## src/sadc_pkg.sv

```systemverilog
`default_nettype none

package sadc_pkg;

    // Field widths of one sample and one result
    localparam int AXIS_N      = 6;
    localparam int AXIS_W      = 16;
    localparam int CLEAN_W     = 18;
    localparam int MODE_W      = 3;
    localparam int COUNT_W     = 16;
    localparam int IDX_W       = 3;

    // Packed stream widths, padded to whole bytes
    localparam int IN_FIELDS_W  = AXIS_N * AXIS_W + 2;
    localparam int IN_TDATA_W   = ((IN_FIELDS_W + 7) / 8) * 8;
    localparam int OUT_FIELDS_W = AXIS_N * CLEAN_W + 1 + 1 + MODE_W + 1;
    localparam int OUT_TDATA_W  = ((OUT_FIELDS_W + 7) / 8) * 8;

    // Bit positions of the scalar fields
    localparam int IN_LEFT_BIT    = AXIS_N * AXIS_W;
    localparam int IN_RIGHT_BIT   = AXIS_N * AXIS_W + 1;
    localparam int OUT_BELOW_BIT  = AXIS_N * CLEAN_W;
    localparam int OUT_CAPT_BIT   = AXIS_N * CLEAN_W + 1;
    localparam int OUT_MODE_LSB   = AXIS_N * CLEAN_W + 2;
    localparam int OUT_CAL_BIT    = AXIS_N * CLEAN_W + 2 + MODE_W;

    // Arithmetic widths: a magnitude is at most 2^15, so a square fits 31 bits
    // and the sum of six squares fits 33 bits.
    localparam int PROD_W      = 31;
    localparam int SUM_W       = 33;
    localparam int FOUR_S_W    = SUM_W + 2;
    localparam int SIXTEEN_S_W = SUM_W + 4;
    localparam int RAD_W       = SIXTEEN_S_W + 1;
    localparam int ROOT_W      = RAD_W / 2;
    localparam int REM_W       = ROOT_W + 3;

    localparam logic [COUNT_W-1:0] CAL_SAMPLES_RST = 16'd100;

    typedef enum logic [2:0] {
        ST_IDLE,
        ST_LEARN,
        ST_SUM,
        ST_ROOT_GO,
        ST_ROOT_WAIT,
        ST_APPLY,
        ST_DONE
    } sadc_state_t;

    // Commands from the controller to the datapath
    typedef struct packed {
        logic             load;
        logic             learn;
        logic             clr_acc;
        logic             sq_en;
        logic             sq_noise;
        logic [IDX_W-1:0] sq_idx;
        logic             acc_en;
        logic             cmp_en;
        logic             root_start;
        logic             out_load;
    } sadc_cmd_t;

    // Status from the datapath to the controller
    typedef struct packed {
        logic cal;
        logic root_done;
        logic out_free;
    } sadc_sts_t;

endpackage

`default_nettype wire

```

## src/six_axis_deadband_calibrator.sv

```systemverilog
// An accepted beat is latched; while it is used for learning, noise maxima are then
// summed as squares on one shared squarer and a bit-serial square root of the
// threshold is taken. Each axis is then squared and tested against the deadband.
// A new beat is accepted only once the previous result is in the output register.
// Reset (aresetn low at a clock edge): noise maxima, counters, button history and
// the output valid clear; mode returns to 3; calibration_samples returns to 100.
`default_nettype none

module six_axis_deadband_calibrator #(
    parameter int MODE_COUNT = 5,
    parameter int AXES       = 6
) (
    input  wire logic                                   aclk,
    input  wire logic                                   aresetn,
    // Configuration: calibration_samples
    input  wire logic                                   cfg_wr_en,
    input  wire logic [sadc_pkg::COUNT_W-1:0]           cfg_wr_data,
    // Sample stream
    input  wire logic                                   s_tvalid,
    output logic                                        s_tready,
    // axis_0..axis_5 (16 bits each), button_left, button_right, zero padding
    input  wire logic [sadc_pkg::IN_TDATA_W-1:0]        s_tdata,
    // Result stream
    output logic                                        m_tvalid,
    input  wire logic                                   m_tready,
    // clean_0..clean_5 (18 bits each), all_below, capture, mode (3 bits),
    // calibrating, zero padding
    output logic      [sadc_pkg::OUT_TDATA_W-1:0]       m_tdata
);

    sadc_pkg::sadc_cmd_t cmd;
    sadc_pkg::sadc_sts_t sts;

    // Sequencer
    sadc_ctrl #(
        .AXES (AXES)
    ) u_ctrl (
        .aclk     (aclk),
        .aresetn  (aresetn),
        .s_tvalid (s_tvalid),
        .s_tready (s_tready),
        .cmd      (cmd),
        .sts      (sts)
    );

    // Learning, threshold and deadband arithmetic
    sadc_dpath #(
        .AXES       (AXES),
        .MODE_COUNT (MODE_COUNT)
    ) u_dpath (
        .aclk        (aclk),
        .aresetn     (aresetn),
        .cfg_wr_en   (cfg_wr_en),
        .cfg_wr_data (cfg_wr_data),
        .in_data     (s_tdata),
        .cmd         (cmd),
        .sts         (sts),
        .m_tvalid    (m_tvalid),
        .m_tready    (m_tready),
        .m_tdata     (m_tdata)
    );

endmodule

`default_nettype wire

```

## src/sadc_isqrt.sv

```systemverilog
`default_nettype none

module sadc_isqrt (
    input  wire logic                         aclk,
    input  wire logic                         aresetn,
    input  wire logic                         start,
    input  wire logic [sadc_pkg::RAD_W-1:0]   radicand,
    output logic      [sadc_pkg::ROOT_W-1:0]  root,
    output logic                              done
);

    localparam int STEP_W = $clog2(sadc_pkg::ROOT_W);
    localparam logic [STEP_W-1:0] LAST_STEP = STEP_W'(sadc_pkg::ROOT_W - 1);

    logic                          busy_reg, busy_next;
    logic                          done_reg, done_next;
    logic [STEP_W-1:0]             step_reg, step_next;
    logic [sadc_pkg::RAD_W-1:0]    rad_reg, rad_next;
    logic [sadc_pkg::REM_W-1:0]    rem_reg, rem_next;
    logic [sadc_pkg::ROOT_W-1:0]   root_reg, root_next;

    logic [sadc_pkg::REM_W-1:0]    rem_shift;
    logic [sadc_pkg::REM_W-1:0]    trial;

    // One result bit per cycle: bring down two radicand bits and try {root, 01}.
    assign rem_shift = {rem_reg[sadc_pkg::REM_W-3:0], rad_reg[sadc_pkg::RAD_W-1 -: 2]};
    assign trial     = sadc_pkg::REM_W'({root_reg, 2'b01});

    always_comb begin
        busy_next = busy_reg;
        done_next = 1'b0;
        step_next = step_reg;
        rad_next  = rad_reg;
        rem_next  = rem_reg;
        root_next = root_reg;
        if (start) begin
            busy_next = 1'b1;
            step_next = '0;
            rad_next  = radicand;
            rem_next  = '0;
            root_next = '0;
        end else if (busy_reg) begin
            rad_next = {rad_reg[sadc_pkg::RAD_W-3:0], 2'b00};
            if (rem_shift >= trial) begin
                rem_next  = rem_shift - trial;
                root_next = {root_reg[sadc_pkg::ROOT_W-2:0], 1'b1};
            end else begin
                rem_next  = rem_shift;
                root_next = {root_reg[sadc_pkg::ROOT_W-2:0], 1'b0};
            end
            step_next = STEP_W'(step_reg + 1'b1);
            if (step_reg == LAST_STEP) begin
                busy_next = 1'b0;
                done_next = 1'b1;
            end
        end
    end

    // Control state is reset; the arithmetic registers are not.
    always_ff @(posedge aclk) begin
        if (!aresetn) begin
            busy_reg <= 1'b0;
            done_reg <= 1'b0;
            step_reg <= '0;
        end else begin
            busy_reg <= busy_next;
            done_reg <= done_next;
            step_reg <= step_next;
        end
        rad_reg  <= rad_next;
        rem_reg  <= rem_next;
        root_reg <= root_next;
    end

    assign root = root_reg;
    assign done = done_reg;

    // A new root is only started while the unit is free.
    a_start_when_free: assert property (@(posedge aclk) disable iff (!aresetn)
        start |-> !busy_reg)
        else $error("square root started while busy");

endmodule

`default_nettype wire

```

## src/sadc_ctrl.sv

```systemverilog
`default_nettype none

module sadc_ctrl #(
    parameter int AXES = 6
) (
    input  wire logic                  aclk,
    input  wire logic                  aresetn,
    input  wire logic                  s_tvalid,
    output logic                       s_tready,
    output sadc_pkg::sadc_cmd_t        cmd,
    input  wire sadc_pkg::sadc_sts_t   sts
);

    localparam int USED  = (AXES < sadc_pkg::AXIS_N) ? AXES : sadc_pkg::AXIS_N;
    localparam int CNT_W = $clog2(USED + 1);
    localparam logic [CNT_W-1:0] CNT_END = CNT_W'(USED);

    sadc_pkg::sadc_state_t state_reg, state_next;
    logic [CNT_W-1:0]      cnt_reg, cnt_next;

    // Next state and commands
    always_comb begin
        state_next = state_reg;
        cnt_next   = cnt_reg;
        s_tready   = 1'b0;
        cmd        = '0;
        case (state_reg)
            sadc_pkg::ST_IDLE: begin
                s_tready = 1'b1;
                if (s_tvalid) begin
                    cmd.load   = 1'b1;
                    state_next = sadc_pkg::ST_LEARN;
                end
            end
            sadc_pkg::ST_LEARN: begin
                cmd.learn = 1'b1;
                cnt_next  = '0;
                if (sts.cal) begin
                    cmd.clr_acc = 1'b1;
                    state_next  = sadc_pkg::ST_SUM;
                end else begin
                    state_next = sadc_pkg::ST_APPLY;
                end
            end
            sadc_pkg::ST_SUM: begin
                // Square noise maximum cnt while adding the previous square.
                cmd.sq_en    = (cnt_reg < CNT_END);
                cmd.sq_noise = 1'b1;
                cmd.sq_idx   = sadc_pkg::IDX_W'(cnt_reg);
                cmd.acc_en   = (cnt_reg != '0);
                cnt_next     = CNT_W'(cnt_reg + 1'b1);
                if (cnt_reg == CNT_END) begin
                    state_next = sadc_pkg::ST_ROOT_GO;
                end
            end
            sadc_pkg::ST_ROOT_GO: begin
                cmd.root_start = 1'b1;
                state_next     = sadc_pkg::ST_ROOT_WAIT;
            end
            sadc_pkg::ST_ROOT_WAIT: begin
                cnt_next = '0;
                if (sts.root_done) begin
                    state_next = sadc_pkg::ST_APPLY;
                end
            end
            sadc_pkg::ST_APPLY: begin
                // Square axis cnt while testing the previous axis.
                cmd.sq_en  = (cnt_reg < CNT_END);
                cmd.sq_idx = sadc_pkg::IDX_W'(cnt_reg);
                cmd.cmp_en = (cnt_reg != '0);
                cnt_next   = CNT_W'(cnt_reg + 1'b1);
                if (cnt_reg == CNT_END) begin
                    state_next = sadc_pkg::ST_DONE;
                end
            end
            sadc_pkg::ST_DONE: begin
                if (sts.out_free) begin
                    cmd.out_load = 1'b1;
                    state_next   = sadc_pkg::ST_IDLE;
                end
            end
            default: begin
                state_next = sadc_pkg::ST_IDLE;
            end
        endcase
    end

    // State register
    always_ff @(posedge aclk) begin
        if (!aresetn) begin
            state_reg <= sadc_pkg::ST_IDLE;
            cnt_reg   <= '0;
        end else begin
            state_reg <= state_next;
            cnt_reg   <= cnt_next;
        end
    end

endmodule

`default_nettype wire

```

## src/sadc_dpath.sv

```systemverilog
`default_nettype none

module sadc_dpath #(
    parameter int AXES       = 6,
    parameter int MODE_COUNT = 5
) (
    input  wire logic                                 aclk,
    input  wire logic                                 aresetn,
    input  wire logic                                 cfg_wr_en,
    input  wire logic [sadc_pkg::COUNT_W-1:0]         cfg_wr_data,
    input  wire logic [sadc_pkg::IN_TDATA_W-1:0]      in_data,
    input  wire sadc_pkg::sadc_cmd_t                  cmd,
    output sadc_pkg::sadc_sts_t                       sts,
    output logic                                      m_tvalid,
    input  wire logic                                 m_tready,
    output logic      [sadc_pkg::OUT_TDATA_W-1:0]     m_tdata
);

    localparam int USED = (AXES < sadc_pkg::AXIS_N) ? AXES : sadc_pkg::AXIS_N;
    localparam logic [sadc_pkg::MODE_W-1:0] MODE_RST =
        sadc_pkg::MODE_W'((3 < MODE_COUNT) ? 3 : 0);
    localparam logic [sadc_pkg::MODE_W:0] MODE_LIMIT = (sadc_pkg::MODE_W + 1)'(MODE_COUNT);

    // Latched sample
    logic [sadc_pkg::AXIS_W-1:0]   axis_reg [sadc_pkg::AXIS_N];
    logic                          left_reg;
    logic                          right_reg;
    logic [sadc_pkg::AXIS_W-1:0]   mag_in   [sadc_pkg::AXIS_N];

    // Learned state
    logic [sadc_pkg::AXIS_W-1:0]   noise_reg [sadc_pkg::AXIS_N];
    logic [sadc_pkg::COUNT_W-1:0]  counter_reg;
    logic [sadc_pkg::COUNT_W-1:0]  cal_samples_reg;
    logic [sadc_pkg::SUM_W-1:0]    acc_reg;
    logic [sadc_pkg::AXIS_W-1:0]   clip_reg;
    logic                          prev_left_reg;
    logic                          prev_right_reg;
    logic                          seen_reg;
    logic [sadc_pkg::MODE_W-1:0]   mode_reg;
    logic [sadc_pkg::MODE_W:0]     mode_step;

    // Squarer stage
    logic [sadc_pkg::AXIS_W-1:0]   sq_opd;
    logic [sadc_pkg::PROD_W-1:0]   prod_reg;
    logic [sadc_pkg::AXIS_W-1:0]   mag_reg;
    logic                          neg_reg;
    logic [sadc_pkg::IDX_W-1:0]    idx_reg;

    // Result being built
    logic [sadc_pkg::CLEAN_W-1:0]  clean_reg [sadc_pkg::AXIS_N];
    logic                          below_reg;
    logic                          capture_reg;
    logic                          cal_reg;
    logic                          cal_now;

    // Output register
    logic                               m_tvalid_reg;
    logic [sadc_pkg::OUT_TDATA_W-1:0]   m_tdata_reg;
    logic [sadc_pkg::OUT_TDATA_W-1:0]   out_word;

    // Square root
    logic [sadc_pkg::ROOT_W-1:0]   root;
    logic                          root_done;

    // Deadband test values
    logic [sadc_pkg::FOUR_S_W-1:0]    four_s;
    logic [sadc_pkg::SIXTEEN_S_W-1:0] sixteen_s;
    logic [sadc_pkg::AXIS_W-1:0]      pass_mag;
    logic [sadc_pkg::CLEAN_W-1:0]     pass_ext;

    // Magnitudes of the latched axes; the most negative sample gives 2^15.
    always_comb begin
        for (int i = 0; i < sadc_pkg::AXIS_N; i++) begin
            mag_in[i] = axis_reg[i][sadc_pkg::AXIS_W-1] ? (~axis_reg[i] + 1'b1) : axis_reg[i];
        end
    end

    assign cal_now   = (counter_reg < cal_samples_reg);
    assign mode_step = {1'b0, mode_reg} + 1'b1;

    assign sq_opd    = cmd.sq_noise ? noise_reg[cmd.sq_idx] : mag_in[cmd.sq_idx];
    assign four_s    = {acc_reg, 2'b00};
    assign sixteen_s = {acc_reg, 4'b0000};

    // Above the clip level the magnitude is replaced by floor(4*sqrt(S)).
    assign pass_mag = (sadc_pkg::SIXTEEN_S_W'(prod_reg) > sixteen_s) ? clip_reg : mag_reg;
    assign pass_ext = sadc_pkg::CLEAN_W'(pass_mag);

    // Configuration register
    always_ff @(posedge aclk) begin
        if (!aresetn) begin
            cal_samples_reg <= sadc_pkg::CAL_SAMPLES_RST;
        end else if (cfg_wr_en) begin
            cal_samples_reg <= cfg_wr_data;
        end
    end

    // Sample latch
    always_ff @(posedge aclk) begin
        if (cmd.load) begin
            for (int i = 0; i < sadc_pkg::AXIS_N; i++) begin
                axis_reg[i] <= in_data[i*sadc_pkg::AXIS_W +: sadc_pkg::AXIS_W];
            end
            left_reg  <= in_data[sadc_pkg::IN_LEFT_BIT];
            right_reg <= in_data[sadc_pkg::IN_RIGHT_BIT];
        end
    end

    // Noise learning, button edges and mode
    always_ff @(posedge aclk) begin
        if (!aresetn) begin
            for (int i = 0; i < sadc_pkg::AXIS_N; i++) begin
                noise_reg[i] <= '0;
            end
            counter_reg    <= '0;
            prev_left_reg  <= 1'b0;
            prev_right_reg <= 1'b0;
            seen_reg       <= 1'b0;
            mode_reg       <= MODE_RST;
            cal_reg        <= 1'b0;
            capture_reg    <= 1'b0;
        end else if (cmd.learn) begin
            cal_reg <= cal_now;
            if (cal_now) begin
                for (int i = 0; i < USED; i++) begin
                    if (mag_in[i] > noise_reg[i]) begin
                        noise_reg[i] <= mag_in[i];
                    end
                end
                counter_reg <= sadc_pkg::COUNT_W'(counter_reg + 1'b1);
            end
            capture_reg <= seen_reg && left_reg && !prev_left_reg;
            if (seen_reg && right_reg && !prev_right_reg) begin
                mode_reg <= (mode_step >= MODE_LIMIT) ? '0 : mode_step[sadc_pkg::MODE_W-1:0];
            end
            prev_left_reg  <= left_reg;
            prev_right_reg <= right_reg;
            seen_reg       <= 1'b1;
        end
    end

    // Sum of squares and the clip level derived from it
    always_ff @(posedge aclk) begin
        if (!aresetn) begin
            acc_reg  <= '0;
            clip_reg <= '0;
        end else begin
            if (cmd.clr_acc) begin
                acc_reg <= '0;
            end else if (cmd.acc_en) begin
                acc_reg <= acc_reg + sadc_pkg::SUM_W'(prod_reg);
            end
            // The clip level only matters when it is below a magnitude of 2^15.
            if (root_done) begin
                clip_reg <= root[sadc_pkg::AXIS_W-1:0];
            end
        end
    end

    // Shared squarer
    always_ff @(posedge aclk) begin
        if (cmd.sq_en) begin
            prod_reg <= sadc_pkg::PROD_W'(sq_opd * sq_opd);
            mag_reg  <= sq_opd;
            neg_reg  <= axis_reg[cmd.sq_idx][sadc_pkg::AXIS_W-1];
            idx_reg  <= cmd.sq_idx;
        end
    end

    // Deadband and clip, one axis a cycle
    always_ff @(posedge aclk) begin
        if (cmd.learn) begin
            for (int i = 0; i < sadc_pkg::AXIS_N; i++) begin
                clean_reg[i] <= '0;
            end
            below_reg <= 1'b1;
        end else if (cmd.cmp_en) begin
            if (sadc_pkg::FOUR_S_W'(prod_reg) > four_s) begin
                below_reg          <= 1'b0;
                clean_reg[idx_reg] <= neg_reg ? (~pass_ext + 1'b1) : pass_ext;
            end
        end
    end

    sadc_isqrt u_isqrt (
        .aclk     (aclk),
        .aresetn  (aresetn),
        .start    (cmd.root_start),
        .radicand (sadc_pkg::RAD_W'(sixteen_s)),
        .root     (root),
        .done     (root_done)
    );

    // Pack the result beat
    always_comb begin
        out_word = '0;
        for (int i = 0; i < sadc_pkg::AXIS_N; i++) begin
            out_word[i*sadc_pkg::CLEAN_W +: sadc_pkg::CLEAN_W] = clean_reg[i];
        end
        out_word[sadc_pkg::OUT_BELOW_BIT]                     = below_reg;
        out_word[sadc_pkg::OUT_CAPT_BIT]                      = capture_reg;
        out_word[sadc_pkg::OUT_MODE_LSB +: sadc_pkg::MODE_W]  = mode_reg;
        out_word[sadc_pkg::OUT_CAL_BIT]                       = cal_reg;
    end

    // Output register: holds a beat until it is taken.
    always_ff @(posedge aclk) begin
        if (!aresetn) begin
            m_tvalid_reg <= 1'b0;
        end else if (cmd.out_load) begin
            m_tvalid_reg <= 1'b1;
        end else if (m_tready) begin
            m_tvalid_reg <= 1'b0;
        end
        if (cmd.out_load) begin
            m_tdata_reg <= out_word;
        end
    end

    assign m_tvalid      = m_tvalid_reg;
    assign m_tdata       = m_tdata_reg;
    assign sts.cal       = cal_now;
    assign sts.root_done = root_done;
    assign sts.out_free  = !m_tvalid_reg || m_tready;

    a_mode_in_range: assert property (@(posedge aclk) disable iff (!aresetn)
        $past(aresetn) |-> (mode_reg < MODE_LIMIT[sadc_pkg::MODE_W-1:0]) || (MODE_COUNT == 8))
        else $error("mode outside its range");

    a_counter_on_learn: assert property (@(posedge aclk) disable iff (!aresetn)
        ($past(aresetn) && (counter_reg != $past(counter_reg))) |-> $past(cmd.learn))
        else $error("sample counter moved outside a learning step");

    a_load_when_free: assert property (@(posedge aclk) disable iff (!aresetn)
        cmd.out_load |-> (!m_tvalid_reg || m_tready))
        else $error("result beat overwritten before it was taken");

endmodule

`default_nettype wire

```

## config.mk

```make
export PLATFORM = sky130hd
export DESIGN_NAME = six_axis_deadband_calibrator
export DESIGN_NICKNAME = d
export VERILOG_FILES = /design/src/sadc_pkg.sv /design/src/six_axis_deadband_calibrator.sv /design/src/sadc_isqrt.sv /design/src/sadc_ctrl.sv /design/src/sadc_dpath.sv
export SDC_FILE = /design/constraint.sdc
export NUM_CORES = 2
export LEC_CHECK = 0
export ABC_AREA = 1
export BUFFER_PORTS_ARGS = -buffer_cell sky130_fd_sc_hd__buf_2
export CORE_MARGIN = 5
export CORE_UTILIZATION = 36
export DETAILED_ROUTE_END_ITERATION = 10
export REMOVE_ABC_BUFFERS = 1
export SYNTH_ARGS = -nofsm -noshare
export SYNTH_HDL_FRONTEND = slang
export SYNTH_SLANG_ARGS = --single-unit
```

## constraint.sdc

```tcl
create_clock -name aclk -period 17.9 [get_ports aclk]
set_input_delay 3.58 -clock aclk [delete_from_list [all_inputs] [get_ports aclk]]
set_output_delay 3.58 -clock aclk [all_outputs]
set_load 0.02 [all_outputs]
```

# == Word level (Yosys, flattened, before mapping) ==
# Memories as Yosys holds them, arrays and structs flattened. A register that Yosys moved wholly into a read port is not among the register bits.
# Index checks and enable logic that the tools add are counted.
# totals
ff_bits,343
latch_bits,0
ram_bits,300
mem_bits_ro,0
inputBits,125
output_inout_bits,122
elab_cells,201
n_memories,3
# mem_list
name,words,width,read_ports,rd_clocked_by_memory_dff,wr,line_no,rtl
u_dpath.clean_reg,6,18,6,6,6,sadc_dpath.sv:50,logic [sadc_pkg::CLEAN_W-1:0] clean_reg [sadc_pkg::AXIS_N];
u_dpath.axis_reg,6,16,7,1,6,sadc_dpath.sv:25,logic [sadc_pkg::AXIS_W-1:0] axis_reg [sadc_pkg::AXIS_N];
u_dpath.noise_reg,6,16,7,0,6,sadc_dpath.sv:31,logic [sadc_pkg::AXIS_W-1:0] noise_reg [sadc_pkg::AXIS_N];
# op_classes
addsub,13
mul,1
div_mod_pow,0
magnitude_cmp,13
n_eq_ne,13
shifts,0
muxes,92
n_bitwise,16
reduce_logical,23
# ops
cell,count
$mux 16,16
$add 16x1->16 const B,7
$gt 16x16->1,6
$not 16->16,6
$mux 37,2
$mux 1,58
$bmux 16 s3,1
$gt 31x37->1,1
$mux 18,2
$gt 31x35->1,1
$add 33x31->33,1
$mul 16x16->31,1
$mux 3,9
$ge 22x21->1,1
$pmux 3 s7,1
$mux 20,1
$sub 20x20->20,1
$add 18x1->18 const B,1
$not 16->18,1
$reduce_or 18->1,1
$lt 16x16->1,1
$eq 3x3->1 const B,4
$reduce_or 2->1,4
$eq 3x2->1 const B,2
24 further kinds,42

# == Longest topological paths before layout ==
# An unclocked memory read counts as a cell.
# depth
ltp_word,11
mapped_depth,38
mapped_depth_nobuf,38

# == Cells and area by module ==
# Synthesis repeated with hierarchy kept, for this count alone.
# unflattened
hier_cells,4636
area_unflattened_um2,41461.0
# by_module_without_submodules
module,instances,cells_per_inst,area_each_um2,seq_area_each_um2
sadc_dpath,1,3908,36150.9,15785.1
sadc_isqrt,1,645,4780.8,2062.0
sadc_ctrl,1,83,529.3,120.1

# == Least setup slack after synthesis ==
# OpenSTA, ideal clock, no wires.
# synth_path
path_kind,input -> register
startpoint,input m_tready
endpoint,"register u_dpath.m_tdata_reg (netlist bit m_tdata[0]), read port of u_dpath.clean_reg, enable pin"
setup_ns,0.867
t_arrival_ns,14.352
required_time_ns,17.033
slack_ns,2.681
cell_stages,2
n_path_buf,0
cell_sequence,nor2_1 > nor4_1
# synth_rtl
item,line_no,rtl
"start, declared",six_axis_deadband_calibrator.sv:25,"input wire logic m_tready,"
"end, declared",sadc_dpath.sv:58,logic [sadc_pkg::OUT_TDATA_W-1:0] m_tdata_reg;

# == Worst setup path after layout ==
# layout_path
startpoint,register u_ctrl.state_reg[1]
endpoint,register u_dpath.prod_reg[28] (netlist bit) (data pin)
# layout_via
elab_chain_len,9
word_cells_on_any_way,12
cone_classes,mul: 1; eq/ne: 2; mux: 6; bitwise: 1; reduce/logical: 1; memory: 1
# layout_rtl
item,line_no,rtl
"start, declared",sadc_ctrl.sv:18,"sadc_pkg::sadc_state_t state_reg, state_next;"
"start signal, assigned",sadc_ctrl.sv:91,state_reg <= sadc_pkg::ST_IDLE;
"start signal, assigned",sadc_ctrl.sv:94,state_reg <= state_next;
$eq 3x2->1 or $eq 3x3->1 (tied branches),sadc_ctrl.sv:27,case (state_reg)
$reduce_or 2->1 (no source line),--,
$mux 3,sadc_ctrl.sv:27,
$not 3->4 (not written as such),sadc_dpath.sv:81,assign sq_opd = cmd.sq_noise ? noise_reg[cmd.sq_idx] : mag_in[cmd.sq_idx];
$bmux 16 s3,sadc_dpath.sv:81,
$mux 16 (not written as such) (2 in series),sadc_dpath.sv:81,
$mux 16 *,sadc_dpath.sv:81,
net u_dpath.sq_opd (one bit),sadc_dpath.sv:43,logic [sadc_pkg::AXIS_W-1:0] sq_opd;
$mul 16x16->31 *,sadc_dpath.sv:163,prod_reg <= sadc_pkg::PROD_W'(sq_opd * sq_opd);
"end signal, assigned",sadc_dpath.sv:163,
"end, declared",sadc_dpath.sv:44,logic [sadc_pkg::PROD_W-1:0] prod_reg;
# Mark *: on every way through the listed nets, which the timed path passes. The rest lies on a longest branch. The select of a mux whose other input is x is not followed.
# A chain may end at the register's enable or synchronous reset.

==> flow_metrics.env <==
export IMPL_netlist_instances=4463
export IMPL_avgSynthCellArea_sq_um=9.15
export IMPL_die_width_um=347
export IMPL_synth_top_area_share_pct=36.6
export IMPL_fill_cells=11200
export IMPL_syn_area_sq_um=40800
export IMPL_startpoint="u_ctrl.state_reg[1]"
export IMPL_grt_overflow=0
export IMPL_critPathArrivalTime_ns=9.96
export IMPL_ys_async_sr_fraction_pct=0
export IMPL_outcome="complete, no violations"
export IMPL_num_rows=123
export IMPL_yosysMostFrequentCell="inv_1"
export IMPL_cts_max_level=3
export IMPL_finalHoldViolCount=0
export IMPL_synth_main_ff_cell="edfxtp_1"
export IMPL_synth_warning_count=0
export IMPL_wirelength_um=103000
export IMPL_wl_per_cell_um=16.5
export IMPL_grt_max_degree=97
export IMPL_clock_latency_ns=0.66
export IMPL_critPathMaxFanout=31
export IMPL_required_ns=18.30
export IMPL_grt_pass1_wl_um=162000
export IMPL_worst_path_buf_inv=8
export IMPL_slowest_delay_ns=0.66
export IMPL_cap_violations=0
export IMPL_r2r_start="u_ctrl.state_reg[1]"
export IMPL_setup_viol=0
export IMPL_drt_vias_per_instance=4.90
export IMPL_layout_nets=5304
export IMPL_fmax_mhz=105
export IMPL_initial_core_util_pct=36.3
export IMPL_yosys_top_cells_area="edfxtp_1, ha_1, fa_1"
export IMPL_drtIter0Drc=2171
export IMPL_synth_seq_cells=642
export IMPL_clock_sinks=642
export IMPL_rsz0062_at_grt="false"
export IMPL_cts_resized=0
export IMPL_finalWeightedCongestion=0.888
export IMPL_postCtsSetupBuffers=0
export IMPL_maxSlewViolCount=0
export IMPL_critPathCaptureType="register"
export IMPL_cts_hold_buf=0
export IMPL_synth_cell_type_count=69
export IMPL_drt_antenna_violating_nets=0
export IMPL_die_y_um=347
export IMPL_core_area_sq_um=113000
export IMPL_yosysTopAreaCell="edfxtp_1"
export IMPL_hold_start="u_dpath.clean_reg[3][9]"
export IMPL_crit_family="adder cells"
export IMPL_crit_path_top_delay_cell="nor2_4"
export IMPL_slew_limit_headroom_pct=27.3
export IMPL_drive_above_1_share_pct=10.5
export IMPL_crit_type="register to register"
export IMPL_area_growth_syn_to_layout_pct=12.9
export IMPL_fin_skew_ns=0.0221
export IMPL_cts_buffers=74
export IMPL_dpl_hpwl_um=79100
export IMPL_worst_slew_pin_slew_ns=1.08
export IMPL_setup_tns_ns=0
export IMPL_synth_top_cells_by_count="inv_1, nand2_1, edfxtp_1"
export IMPL_cts_path_max_buffers=3
export IMPL_portBuffers=234
export IMPL_clk_pin_slew_worst_paths_ns=0.06
export IMPL_min_path_type="register to register"
export IMPL_cts_tree="built"
export IMPL_crit_top_cell="fa_1"
export IMPL_grtUsageTotal_pct=16.8
export IMPL_synth_seq_area_share_pct=43.7
export IMPL_antenna_found_initial=3
export IMPL_synth_enable_flop_cells=498
export IMPL_num_vias=30600
export IMPL_start_kind="register"
export IMPL_ioPinCount=247
export IMPL_drc=0
export IMPL_cts_root_buf="clkbuf_16"
export IMPL_final_period_utilization_pct=53.4
export IMPL_die_area_sq_um=120000
export IMPL_drt_pass1_iter_count=6
export IMPL_grt_pass1_vias=29900
export IMPL_period_needed_ns=9.56
## worst paths after layout
kind	to	depth (start not counted)	slack (ns)
hold / removal	m_tdata[63]	0	0.41
setup reg to reg	u_dpath.prod_reg[28]	31	8.34
hold reg to reg	m_tdata[63]	0	0.41
setup / recovery	u_dpath.prod_reg[28]	31	8.34
## layout by cell type, fill, tap and decap left out, types with 42 or more instances in the layout
| master | n |
|---|---|
| nand3_1 | 112 |
| edfxtp_1 | 498 |
| o21ai_0 | 268 |
| o211ai_1 | 42 |
| fa_1 | 166 |
| buf_2 | 234 |
| a21oi_1 | 331 |
| inv_1 | 796 |
| nand2_1 | 631 |
| ha_1 | 329 |
| dfxtp_1 | 144 |
| clkbuf_16 | 74 |
| nand4_1 | 45 |
| nor2_1 | 467 |
| xor2_1 | 107 |
| nor3_1 | 53 |
## routing by layer
metal / vias up / GRT usage [%] / part of all wire (%)
met5: - / 0 / 0
met3: 184 / 2.84 / 6.8
li1: 15200 / - / -
met2: 924 / 27.2 / 45
met1: 14300 / 23.0 / 45
met4: 0 / 5.76 / 3.4
## through the flow
stage	utilization (%)	worst slack (ns)	area [sq um]	std cells	hold slack, ns
global placement	38.7	8.42	43600	6108	0.400
floorplan	-	2.68	40300	4348	0.400
detailed placement	38.7	8.38	43600	6108	0.405
CTS	40.9	8.35	46100	6241	0.416
global route	40.9	7.66	46100	6241	0.420
finish	40.9	8.34	46100	6242	0.414
## cell families (layout without fill, tap and decap cells)
family / Yosys count / after routing / synth area share (%)
AO/OA/AOI/OAI: 820 / 820 / 11.2
XOR/XNOR: 132 / 132 / 2.83
adder cells (fa/ha/maj): 495 / 495 / 18.2
buffers and inverters: 949 / 1222 / 9.00
flip-flops: 642 / 642 / 43.7
other: 1 / 7 / 0.00918
AND/OR/NAND/NOR: 1424 / 1424 / 15.1
## layout make-up
cell class                      instances  area (sq um)  area share, %
Multi-Input combinational cell       2877         19400           42.1
Sequential cell                       642         17800           38.7
Inverter                              829          3110           6.75
Clock buffer                           92          1960           4.25
Tap cell                             1500          1880           4.07
Timing Repair Buffer                  260          1370           2.96
Clock inverter                         41           566           1.23
Antenna cell                            1          2.50        0.00543
Power is not shown: default switching activity piles up to over one toggle a cycle in this logic, so the estimate is an artifact.
